[src/rtl/ecb_pkg.sv]
// types and constants shared by the serial command bridge
package ecb_pkg;

    // host command bytes
    localparam logic [7:0] OP_WBYTE     = 8'h01;
    localparam logic [7:0] OP_WSTREAM   = 8'h02;
    localparam logic [7:0] OP_RBYTE     = 8'h03;
    localparam logic [7:0] OP_RSTREAM   = 8'h04;
    localparam logic [7:0] OP_HANDSHAKE = 8'hAA;
    localparam logic [7:0] OP_ESCAPE    = 8'hFF;

    // reply bytes
    localparam logic [7:0] ACK_BYTE = 8'h06;
    localparam logic [7:0] NAK_BYTE = 8'h15;

    // input kinds carried on tuser
    localparam logic KIND_HOST = 1'b0;
    localparam logic KIND_MEM  = 1'b1;

    localparam int MEM_ADDR_W = 15;
    localparam int TDATA_W    = 40;

    // decoded command, stored after the command byte
    typedef enum logic [1:0] {
        CMD_WBYTE   = 2'd0,
        CMD_WSTREAM = 2'd1,
        CMD_RBYTE   = 2'd2,
        CMD_RSTREAM = 2'd3
    } cmd_t;

    // one result beat before packing
    typedef struct packed {
        logic                  send_valid;
        logic [7:0]            send_byte;
        logic                  write_valid;
        logic                  read_valid;
        logic [MEM_ADDR_W-1:0] mem_addr;
        logic [7:0]            mem_data;
        logic                  busy_res;
        logic                  last;
    } res_t;

endpackage

[src/rtl/ecb_page_ram.sv]
// page buffer memory: one write port, one registered read port
module ecb_page_ram
    import ecb_pkg::*;
#(
    parameter int DEPTH = 64,
    parameter int IDX_W = 6
)
(
    input  logic             clk,
    input  logic             we,
    input  logic [IDX_W-1:0] waddr,
    input  logic [7:0]       wdata,
    input  logic [IDX_W-1:0] raddr,
    output logic [7:0]       rdata
);

    logic [7:0] mem [DEPTH];
    logic [7:0] rdata_reg;

    // write port
    always_ff @(posedge clk)
    begin
        if (we)
        begin
            mem[waddr] <= wdata;
        end
    end

    // read port, registered
    always_ff @(posedge clk)
    begin
        rdata_reg <= mem[raddr];
    end

    assign rdata = rdata_reg;

endmodule

[src/rtl/ecb_out_reg.sv]
// output register for result beats, packs the result into tdata
module ecb_out_reg
    import ecb_pkg::*;
(
    input  logic               clk,
    input  logic               rst_n,
    input  logic               load,
    input  res_t               res,
    output logic               space,
    output logic               m_tvalid,
    input  logic               m_tready,
    output logic [TDATA_W-1:0] m_tdata,
    output logic               m_tlast
);

    logic valid_reg;
    res_t res_reg;

    // slot is free when empty or being drained this cycle
    assign space = !valid_reg || m_tready;

    // valid flag
    always_ff @(posedge clk or negedge rst_n)
    begin
        if (!rst_n)
        begin
            valid_reg <= 1'b0;
        end
        else if (space)
        begin
            valid_reg <= load;
        end
    end

    // payload
    always_ff @(posedge clk)
    begin
        if (space && load)
        begin
            res_reg <= res;
        end
    end

    assign m_tvalid = valid_reg;
    assign m_tlast  = res_reg.last;
    assign m_tdata  = {5'b0, res_reg.busy_res, res_reg.mem_data, res_reg.mem_addr,
                       res_reg.read_valid, res_reg.write_valid, res_reg.send_byte,
                       res_reg.send_valid};

endmodule

[src/rtl/eeprom_serial_command_bridge.sv]
// top level of the serial command bridge: command decoder and page flush sequencer
//
//  channel | dir | beat contents
//  s_      | in  | tdata[7:0] value; tuser operation (0 host byte, 1 memory read data)
//  m_      | out | tdata: send_valid, send_byte, write_valid, read_valid, mem_addr,
//          |     |   mem_data, busy_res, zero pad; tlast marks the last result of an input
//
//  an input beat is registered into the output slot at the edge that accepts it, unless it starts a flush
//  a read-stream data beat is followed by the follow-up read request from C_RDREQ
//  a page flush reads each buffered byte from the page ram (C_FRD), then emits it (C_FEMIT);
//  no input is taken until the flush completes
//  output stalls hold the sequencer; reset clears all control state, the page ram is not cleared
module eeprom_serial_command_bridge
    import ecb_pkg::*;
#(
    parameter int PAGE_BYTES = 64,
    parameter int ADDR_WIDTH = 15
)
(
    input  logic               clk,
    input  logic               rst_n,
    input  logic               s_tvalid,
    output logic               s_tready,
    input  logic [7:0]         s_tdata,   // value
    input  logic               s_tuser,   // operation
    output logic               m_tvalid,
    input  logic               m_tready,
    output logic [TDATA_W-1:0] m_tdata,   // send_valid, send_byte, write_valid,
                                          // read_valid, mem_addr, mem_data, busy_res
    output logic               m_tlast
);

    localparam int IDX_W  = (PAGE_BYTES > 1) ? $clog2(PAGE_BYTES) : 1;
    localparam int FILL_W = $clog2(PAGE_BYTES + 1);
    localparam logic [15:0] ADDR_MASK = 16'((32'h1 << ADDR_WIDTH) - 32'h1);

    // command phase
    typedef enum logic [5:0] {
        PH_IDLE   = 6'b000001,
        PH_ADDR_H = 6'b000010,
        PH_ADDR_L = 6'b000100,
        PH_DATA   = 6'b001000,
        PH_READ   = 6'b010000,
        PH_STREAM = 6'b100000
    } phase_t;

    // result sequencer
    typedef enum logic [3:0] {
        C_IDLE  = 4'b0001,
        C_RDREQ = 4'b0010,
        C_FRD   = 4'b0100,
        C_FEMIT = 4'b1000
    } ctl_t;

    phase_t             phase_reg, phase_next;
    ctl_t               ctl_reg, ctl_next;
    cmd_t               cmd_reg, cmd_next;
    logic [15:0]        addr_reg, addr_next;
    logic [15:0]        start_reg, start_next;
    logic               start_valid_reg, start_valid_next;
    logic [15:0]        cursor_reg, cursor_next;
    logic [FILL_W-1:0]  fill_reg, fill_next;
    logic               esc_reg, esc_next;
    logic               busy_reg, busy_next;
    logic [IDX_W-1:0]   fidx_reg, fidx_next;
    logic [IDX_W-1:0]   flast_reg, flast_next;

    logic               accept;
    logic               out_space;
    logic               load;
    res_t               res;
    logic               ram_we;
    logic [7:0]         ram_rdata;
    logic [15:0]        addr_full;
    logic               fire_ack;

    function automatic logic [MEM_ADDR_W-1:0] addr_out(input logic [15:0] a);
        return MEM_ADDR_W'(a & ADDR_MASK);
    endfunction

    assign s_tready  = (ctl_reg == C_IDLE) && out_space;
    assign accept    = s_tvalid && s_tready;
    assign addr_full = {addr_reg[15:8], s_tdata};
    assign fire_ack  = (fidx_reg == flast_reg);

    // decode and sequencing
    always_comb
    begin
        phase_next       = phase_reg;
        ctl_next         = ctl_reg;
        cmd_next         = cmd_reg;
        addr_next        = addr_reg;
        start_next       = start_reg;
        start_valid_next = start_valid_reg;
        cursor_next      = cursor_reg;
        fill_next        = fill_reg;
        esc_next         = esc_reg;
        busy_next        = busy_reg;
        fidx_next        = fidx_reg;
        flast_next       = flast_reg;
        load             = 1'b0;
        ram_we           = 1'b0;
        res              = '0;

        unique case (ctl_reg)
            C_IDLE:
            begin
                if (accept)
                begin
                    load     = 1'b1;
                    res.last = 1'b1;
                    if (s_tuser == KIND_MEM)
                    begin
                        if (phase_reg == PH_READ)
                        begin
                            res.send_valid = 1'b1;
                            res.send_byte  = s_tdata;
                            phase_next     = PH_IDLE;
                            busy_next      = 1'b0;
                        end
                        else if (phase_reg == PH_STREAM)
                        begin
                            res.send_valid = 1'b1;
                            res.send_byte  = s_tdata;
                            if (cursor_reg == addr_reg)
                            begin
                                start_valid_next = 1'b0;
                                phase_next       = PH_IDLE;
                                busy_next        = 1'b0;
                            end
                            else
                            begin
                                cursor_next = cursor_reg + 16'd1;
                                res.last    = 1'b0;
                                ctl_next    = C_RDREQ;
                            end
                        end
                    end
                    else
                    begin
                        unique case (phase_reg)
                            PH_IDLE:
                            begin
                                if (s_tdata == OP_WBYTE || s_tdata == OP_WSTREAM ||
                                    s_tdata == OP_RBYTE || s_tdata == OP_RSTREAM)
                                begin
                                    cmd_next   = cmd_t'(s_tdata[1:0] - 2'd1);
                                    phase_next = PH_ADDR_H;
                                    busy_next  = 1'b1;
                                end
                                else if (s_tdata == OP_HANDSHAKE || s_tdata == OP_ESCAPE)
                                begin
                                    res.send_valid = 1'b1;
                                    res.send_byte  = ACK_BYTE;
                                end
                                else
                                begin
                                    res.send_valid = 1'b1;
                                    res.send_byte  = NAK_BYTE;
                                end
                            end
                            PH_ADDR_H:
                            begin
                                addr_next  = {s_tdata, 8'h00};
                                phase_next = PH_ADDR_L;
                            end
                            PH_ADDR_L:
                            begin
                                addr_next = addr_full;
                                unique case (cmd_reg)
                                    CMD_WBYTE, CMD_WSTREAM:
                                    begin
                                        fill_next  = '0;
                                        esc_next   = 1'b0;
                                        phase_next = PH_DATA;
                                    end
                                    CMD_RBYTE:
                                    begin
                                        res.read_valid = 1'b1;
                                        res.mem_addr   = addr_out(addr_full);
                                        phase_next     = PH_READ;
                                    end
                                    default:
                                    begin
                                        if (!start_valid_reg)
                                        begin
                                            start_next       = addr_full;
                                            start_valid_next = 1'b1;
                                            phase_next       = PH_ADDR_H;
                                        end
                                        else
                                        begin
                                            start_valid_next = 1'b0;
                                            if (addr_full < start_reg)
                                            begin
                                                phase_next = PH_IDLE;
                                                busy_next  = 1'b0;
                                            end
                                            else
                                            begin
                                                cursor_next    = start_reg;
                                                res.read_valid = 1'b1;
                                                res.mem_addr   = addr_out(start_reg);
                                                phase_next     = PH_STREAM;
                                            end
                                        end
                                    end
                                endcase
                            end
                            PH_DATA:
                            begin
                                if (cmd_reg == CMD_WBYTE)
                                begin
                                    res.send_valid  = 1'b1;
                                    res.send_byte   = ACK_BYTE;
                                    res.write_valid = 1'b1;
                                    res.mem_addr    = addr_out(addr_reg);
                                    res.mem_data    = s_tdata;
                                    phase_next      = PH_IDLE;
                                    busy_next       = 1'b0;
                                end
                                else if (cmd_reg == CMD_WSTREAM)
                                begin
                                    if (esc_reg && s_tdata != OP_ESCAPE)
                                    begin
                                        // end of stream: flush the page
                                        esc_next   = 1'b0;
                                        fill_next  = '0;
                                        phase_next = PH_IDLE;
                                        busy_next  = 1'b0;
                                        if (fill_reg == '0)
                                        begin
                                            res.send_valid = 1'b1;
                                            res.send_byte  = ACK_BYTE;
                                        end
                                        else
                                        begin
                                            load       = 1'b0;
                                            fidx_next  = '0;
                                            flast_next = IDX_W'(fill_reg - FILL_W'(1));
                                            ctl_next   = C_FRD;
                                        end
                                    end
                                    else if (!esc_reg && s_tdata == OP_ESCAPE)
                                    begin
                                        esc_next = 1'b1;
                                    end
                                    else
                                    begin
                                        // plain byte or escaped literal
                                        esc_next = 1'b0;
                                        if (fill_reg < FILL_W'(PAGE_BYTES))
                                        begin
                                            ram_we    = 1'b1;
                                            fill_next = fill_reg + FILL_W'(1);
                                        end
                                    end
                                end
                                else
                                begin
                                    phase_next = PH_IDLE;
                                    busy_next  = 1'b0;
                                end
                            end
                            PH_READ, PH_STREAM:
                            begin
                            end
                            default:
                            begin
                                phase_next = PH_IDLE;
                                busy_next  = 1'b0;
                            end
                        endcase
                    end
                end
            end
            C_RDREQ:
            begin
                if (out_space)
                begin
                    load           = 1'b1;
                    res.read_valid = 1'b1;
                    res.mem_addr   = addr_out(cursor_reg);
                    res.last       = 1'b1;
                    ctl_next       = C_IDLE;
                end
            end
            C_FRD:
            begin
                ctl_next = C_FEMIT;
            end
            C_FEMIT:
            begin
                if (out_space)
                begin
                    load            = 1'b1;
                    res.send_valid  = fire_ack;
                    res.send_byte   = fire_ack ? ACK_BYTE : 8'h00;
                    res.write_valid = 1'b1;
                    res.mem_addr    = addr_out(addr_reg + 16'(fidx_reg));
                    res.mem_data    = ram_rdata;
                    res.last        = fire_ack;
                    if (fire_ack)
                    begin
                        ctl_next = C_IDLE;
                    end
                    else
                    begin
                        fidx_next = fidx_reg + IDX_W'(1);
                        ctl_next  = C_FRD;
                    end
                end
            end
            default:
            begin
                ctl_next = C_IDLE;
            end
        endcase

        res.busy_res = busy_next;
    end

    // control state
    always_ff @(posedge clk or negedge rst_n)
    begin
        if (!rst_n)
        begin
            phase_reg       <= PH_IDLE;
            ctl_reg         <= C_IDLE;
            cmd_reg         <= CMD_WBYTE;
            addr_reg        <= '0;
            start_reg       <= '0;
            start_valid_reg <= 1'b0;
            cursor_reg      <= '0;
            fill_reg        <= '0;
            esc_reg         <= 1'b0;
            busy_reg        <= 1'b0;
            fidx_reg        <= '0;
            flast_reg       <= '0;
        end
        else
        begin
            phase_reg       <= phase_next;
            ctl_reg         <= ctl_next;
            cmd_reg         <= cmd_next;
            addr_reg        <= addr_next;
            start_reg       <= start_next;
            start_valid_reg <= start_valid_next;
            cursor_reg      <= cursor_next;
            fill_reg        <= fill_next;
            esc_reg         <= esc_next;
            busy_reg        <= busy_next;
            fidx_reg        <= fidx_next;
            flast_reg       <= flast_next;
        end
    end

    // page buffer
    ecb_page_ram #(
        .DEPTH (PAGE_BYTES),
        .IDX_W (IDX_W)
    ) u_page_ram (
        .clk   (clk),
        .we    (ram_we),
        .waddr (fill_reg[IDX_W-1:0]),
        .wdata (s_tdata),
        .raddr (fidx_reg),
        .rdata (ram_rdata)
    );

    // result output stage
    ecb_out_reg u_out_reg (
        .clk      (clk),
        .rst_n    (rst_n),
        .load     (load),
        .res      (res),
        .space    (out_space),
        .m_tvalid (m_tvalid),
        .m_tready (m_tready),
        .m_tdata  (m_tdata),
        .m_tlast  (m_tlast)
    );

`ifndef SYNTH
    // a flush runs only after the stream has ended
    a_flush_not_busy: assert property (@(posedge clk) disable iff (!rst_n)
        (ctl_reg == C_FRD || ctl_reg == C_FEMIT) |-> !busy_reg)
        else $error("flush while busy");

    // flush index never passes the last filled entry
    a_flush_idx: assert property (@(posedge clk) disable iff (!rst_n)
        (ctl_reg == C_FRD || ctl_reg == C_FEMIT) |-> fidx_reg <= flast_reg)
        else $error("flush index out of range");

    // page writes only while a write stream collects data
    a_ram_we: assert property (@(posedge clk) disable iff (!rst_n)
        ram_we |-> (phase_reg == PH_DATA && cmd_reg == CMD_WSTREAM &&
                    fill_reg < FILL_W'(PAGE_BYTES)))
        else $error("page write outside a write stream");

    // fill count stays within the page
    a_fill_bound: assert property (@(posedge clk) disable iff (!rst_n)
        fill_reg <= FILL_W'(PAGE_BYTES))
        else $error("fill count overflow");

    // a pending read keeps the bridge busy
    a_read_busy: assert property (@(posedge clk) disable iff (!rst_n)
        (phase_reg == PH_READ || phase_reg == PH_STREAM) |-> busy_reg)
        else $error("read pending while not busy");
`endif

endmodule

[config.mk]
export PLATFORM = sky130hd
export DESIGN_NAME = eeprom_serial_command_bridge
export DESIGN_NICKNAME = d
export VERILOG_FILES = /design/src/rtl/ecb_pkg.sv /design/src/rtl/ecb_page_ram.sv /design/src/rtl/ecb_out_reg.sv /design/src/rtl/eeprom_serial_command_bridge.sv
export SDC_FILE = /design/constraint.sdc
export NUM_CORES = 1
export LEC_CHECK = 0
export ABC_AREA = 1
export BUFFER_PORTS_ARGS = -buffer_cell sky130_fd_sc_hd__buf_4
export CORE_MARGIN = 3
export CORE_UTILIZATION = 65
export CTS_CLUSTER_DIAMETER = 80
export DETAILED_ROUTE_END_ITERATION = 10
export PLACE_DENSITY_LB_ADDON = 0.05
export SYNTH_ARGS = -nofsm -noshare
export SYNTH_HDL_FRONTEND = slang
export SYNTH_SLANG_ARGS = --single-unit
[constraint.sdc]
create_clock -name clk -period 6.65 [get_ports clk]
set_input_delay 0.665 -clock clk [delete_from_list [all_inputs] [get_ports clk]]
set_output_delay 0.665 -clock clk [all_outputs]
set_load 0.05 [all_outputs]
Yosys cells after proc, flatten, opt, wreduce, memory -nomap -nowiden
Memories as Yosys holds them, arrays and structs flattened. A register that Yosys moved wholly into a read port is not among the register bits.
Cells that the tools add are included.
{"block": "op_classes", "n_eq_ne": 55, "reduce_logical": 36, "n_mux": 135, "n_addsub": 6, "n_bitwise": 6, "magnitude_cmp": 2}
{"cell": "16-bit two-way mux", "count": 11}
{"cell": "6-bit two-way mux", "count": 19}
{"cell": "9-bit two-way mux", "count": 8}
{"cell": "16-bit one-hot mux with 2 select lines", "count": 2}
{"cell": "1-bit two-way mux", "count": 53}
{"cell": "4-bit two-way mux", "count": 12}
{"cell": "23-bit two-way mux", "count": 2}
{"cell": "15-bit one-hot mux with 3 select lines", "count": 1}
{"cell": "7-bit two-way mux", "count": 6}
{"cell": "34-bit two-way mux", "count": 1}
{"cell": "15-bit one-hot mux with 2 select lines", "count": 1}
{"cell": "6-bit one-hot mux with 5 select lines", "count": 1}
{"cell": "2-bit inequality test, second input constant", "count": 13}
{"cell": "25-bit two-way mux", "count": 1}
{"cell": "6-bit one-hot mux with 2 select lines", "count": 2}
{"cell": "3-bit inequality test, second input constant", "count": 7}
{"cell": "7-bit AND reduction", "count": 3}
{"cell": "10-bit one-hot mux with 2 select lines", "count": 1}
{"cell": "9-bit one-hot mux with 2 select lines", "count": 1}
{"cell": "9-bit AND reduction", "count": 2}
{"cell": "16-bit by 1-bit adder with 16-bit output, second input constant", "count": 1}
{"cell": "16-bit equality test", "count": 1}
{"cell": "8-bit by 2-bit equality test with 1-bit output, second input constant", "count": 2}
{"cell": "8-bit equality test, second input constant", "count": 2}
{"cell": "other kinds (52)", "count": 87}
{"block": "totals", "mem_bits_rw": 512, "wordCells": 263, "memories": 1, "inputBits": 13, "ff_bits": 119}
{"memory": "u_page_ram.mem", "depth": 64, "word_bits": 8, "rd": 1, "rd_ports_with_merged_regs": 1, "wr": 1, "line": "ecb_page_ram.sv:17", "source": "logic [7:0] mem [DEPTH];"}

Depth between registers and ports, before layout
{"block": "logic_depth", "word_depth": 12, "ltp_mapped": 15}

Cells and area by module
Synthesis repeated with hierarchy kept, for this count alone.
{"block": "unflattened", "hier_cells": 2844, "area_unflattened_um2": 28961.5}
{"mod": "ecb_page_ram", "seq_area_each_um2": 15534.9, "n_inst": 1, "area_per_inst_um2": 21291.7, "cells_each": 1822}
{"mod": "eeprom_serial_command_bridge", "seq_area_each_um2": 2054.5, "n_inst": 1, "area_per_inst_um2": 6502.5, "cells_each": 974}
{"mod": "ecb_out_reg", "seq_area_each_um2": 1106.1, "n_inst": 1, "area_per_inst_um2": 1167.4, "cells_each": 48}

Least setup slack after synthesis
Ideal clock, no wire load.
{"block": "synth_path", "kind": "reg2reg", "from": "register ctl_reg[0]", "to": "register u_out_reg.res_reg (netlist bit u_out_reg.m_tdata[0]) (enable)", "synth_period_minus_slack_ns": 3.941, "setup_ns": 0.479, "slack_ns": 2.709, "path_stages_with_launch": 6, "arrival_time_ns": 3.462, "required_ns": 6.171, "path_buffers": 0, "path_cell_list": "dfstp_2 > nor2_1 > nand3_1 > clkinv_1 > nor2_1 > o21ai_0"}
{"block": "synth_via", "elab_chain_cells": 6, "word_cells_on_any_way": 9, "classes_between": "3 x eq/ne; 2 x mux; 4 x reduce/logical"}
{"element": "from (decl)", "line": "eeprom_serial_command_bridge.sv:56", "source": "ctl_t ctl_reg, ctl_next;"}
{"element": "from (signal assigned)", "line": "eeprom_serial_command_bridge.sv:344", "source": "ctl_reg <= ctl_next;"}
{"element": "4-bit by 1-bit equality test with 1-bit output", "line": "eeprom_serial_command_bridge.sv:81, eeprom_serial_command_bridge.sv:105"}
{"element": "1-bit logical AND", "line": "eeprom_serial_command_bridge.sv:81", "source": "assign s_tready = (ctl_reg == C_IDLE) && out_space;"}
{"element": "1-bit logical AND", "line": "eeprom_serial_command_bridge.sv:82", "source": "assign accept = s_tvalid && s_tready;"}
{"element": "1-bit two-way mux", "line": "eeprom_serial_command_bridge.sv:108", "source": "if (accept)"}
{"element": "1-bit one-hot mux with 2 select lines (*)", "line": "eeprom_serial_command_bridge.sv:105", "source": "unique case (ctl_reg)"}
{"element": "1-bit logical AND (*)", "line": "ecb_out_reg.sv:38", "source": "if (space && load)"}
{"element": "to (signal assigned)", "line": "ecb_out_reg.sv:40", "source": "res_reg <= res;"}
{"element": "to (decl)", "line": "ecb_out_reg.sv:17", "source": "res_t res_reg;"}
Every way passes the cells marked *; elsewhere a longest branch is shown, timed or not.
A chain may end at the register's enable or synchronous reset.

==> run metrics <==
CP endpoint kind=flop; Finished Cell Area=30900 µm²; outcome=finished, final reports clean; Cell variety after synth=49; die area=45700 µm²; type of origin of the critical path=flop; fin worst setup slack=2.90 ns; DR vias/cell=6.34; reg2reg start=fidx_reg[0]; Hold Startpoint=m_tready; Hold Slack=0.378 ns; Top reg by flops=u_page_ram.mem; placed inst area=28800 µm²; Pleak=11.0 nW; clk slew on worst S/H paths=0.06 ns; largest net degree at the start of global routing=143; syn_area_per_cell=11.0 µm²; RSZ-0062 raised after global routing=no; clock skew=0.0284 ns; GPL Wtd Cong=0.947; dpl hpwl=47.3 mm; CTS max path bufs=3; Synth Instances=2559; remaining antenna violation count=0; die height=214 µm; CTS tree=yes; largest vdd supply drop=0.368 mV; R2R Path End=u_page_ram.rdata[4]; clk sink count=639; first-pass GRT wire length=113 mm; # Post-CTS Setup Buffers=0; final setup vio count=0; multiplexer share of the synthesized area=0.160%; number of synthesized flops with an enable pin=548; initial core utilization=66.4%; Post-Synth Simple-Gate Area=15.4%; Overall Global Routing Usage=33.1%; hold path endpoint=ctl_reg[1]; post-synthesis sequential area ratio=66.6%; Slew HR=22.0%; Primary FF master, synth=edfxtp_1; Slew Viols, Final=0; Synth Area in Adders=1.41%; Synth area leader=edfxtp_1; core area=42300 µm²; post-synth top area share=58.6%; CTS Buf Count=60; setup TNS=0 ns; Netlist Area Pre-Place=28100 µm²; max reg flops=512; Tmin final=3.75 ns; Worst-Skew Late Latency=0.64 ns; Syn. warnings=0; Inst Count DP=3073; Seq cells post-synth=639; grt ovf=0; cell with the most instances after synthesis=edfxtp_1; first-pass iteration count of the detailed router=6; worst r2r path cells=8; main combinational cell family by area after synthesis=simple AND/OR/NAND/NOR gates; synthesis-to-layout area growth=10.1%; Synth Area in Compound Gates=11.9%; WL/cell=23.6 µm; drt total wl=75.2 mm; Hold Path Class=in -> reg; Peak Freq=266 MHz; Initial DRC Count=2558; Layout Nets=2603; flop-to-flop setup slack=2.90 ns; DRC viols=0; Die W=214 µm; CP arrival=4.33 ns; std cell rows=75; Final Util=73.0%; critical-path maximum fanout=100; worst endpoint required time=7.22 ns; total power draw=11.5 mW; Hold Path Cell Cnt=4; Post-synth top cells=edfxtp_1 (548), nor2_1 (432), nand2_1 (339); final period utilization=56.4%; XOR/XNOR share of the synthesized area=0.905%; port bufs=50; Ports=56; worst slack, placed=3.03 ns; layout cell share with drive strength beyond 1=8.92%; critical path class=reg -> reg; Layout Cells excl Fill=3189; vias in the first global route=19100; H-tree level count=2; synth top area cells=edfxtp_1 (59%), dfrtp_1 (7.2%), o21ai_0 (6.0%); vias=20200; initial antenna violation count=2; Clock Tree Root=clkbuf_16; power per cell area=372 nW/µm²; worst-margin pin slew=1.16 ns; share of flip-flops with an asynchronous set or reset=13.0%; Hold Vio Cnt, Final=0; Max Cap Violations=0
==> cell families after synthesis <==
family | count (synthesis)
buffers and inverters | 255
adder cells (fa/ha/maj) | 31
flip-flops | 639
AO/OA/AOI/OAI | 592
multiplexers | 4
AND/OR/NAND/NOR | 1008
XOR/XNOR | 29
other | 1
==> where the power goes <==
group          total (mW)  switching (mW)  internal, mW
Sequential           4.83           0.262          4.57
Clock                3.59            1.50          2.10
Combinational        3.09            2.25         0.836
==> repair_timing <==
item / 4_1_cts / 5_1_grt
hold endpoints to repair: 28 / 0
resized for setup: 0 / 0
hold buffers: 1 / 0
==> worst max-delay path, stage by stage (launching register included) <==
cell,delay [ns]
dfrtp_4,1.00
buf_4,0.86
buf_4,0.69
o21ai_0,0.26
o211ai_1,0.25
nand3_1,0.15
nand3_1,0.14
nand3_1,0.15
nand2_1,0.12
==> metal layers <==
metal | track usage (%) | up-vias | share of wire, %
li1 | - | 9129 | -
met1 | 46.1 | 9664 | 39
met2 | 51.0 | 1232 | 45
met3 | 7.83 | 200 | 11
met4 | 13.8 | 2 | 4.3
met5 | 0 | - | 0.016
==> worst max-delay path by stage <==
stage                                       to   startpoint  slack (ns)  cells past startpoint
final                      u_page_ram.rdata[4]  fidx_reg[0]        2.90                      8
after global placement     u_page_ram.rdata[2]  fidx_reg[0]        3.13                      8
after CTS                  u_page_ram.rdata[2]  fidx_reg[0]        3.00                      8
after floorplan           u_out_reg.m_tdata[0]   ctl_reg[0]        2.71                      5
after detailed placement   u_page_ram.rdata[1]  fidx_reg[0]        3.03                      8
after global routing       u_page_ram.rdata[2]  fidx_reg[0]        2.69                      8
==> layout make-up <==
type / count / area, µm²
timing repair buffer: 71 / 548
clock inverter: 42 / 531
fill: 2883 / 11400
sequential: 639 / 18700
clock buffer: 72 / 1580
inverter: 118 / 448
antenna: 1 / 2.50
multi-input combinational: 1669 / 8380
tap: 577 / 722
==> layout by cell type (no fill, tap or decap), types with 5 or more instances in the layout <==
cell and count:
clkbuf_16 61, ha_1 30, xor2_1 24, or2_2 6
buf_4 69, bufinv_16 10, a21oi_1 56, nor3_1 17
o221ai_1 17, o21bai_1 8, dfrtp_1 78, clkbuf_1 10
o211ai_1 47, nand2_2 10, inv_1 100, inv_2 10
nand4_1 24, o21ai_1 19, o22ai_1 90, nand3_1 148
clkinv_4 5, o31ai_1 6, xnor2_1 5, clkinv_1 14
nand2_1 339, conb_1 5, edfxtp_1 548, nor2_1 431
dfxtp_1 8, clkinv_2 14, nor2_2 8, o21ai_0 334
Power figures use the tool's default switching activity.
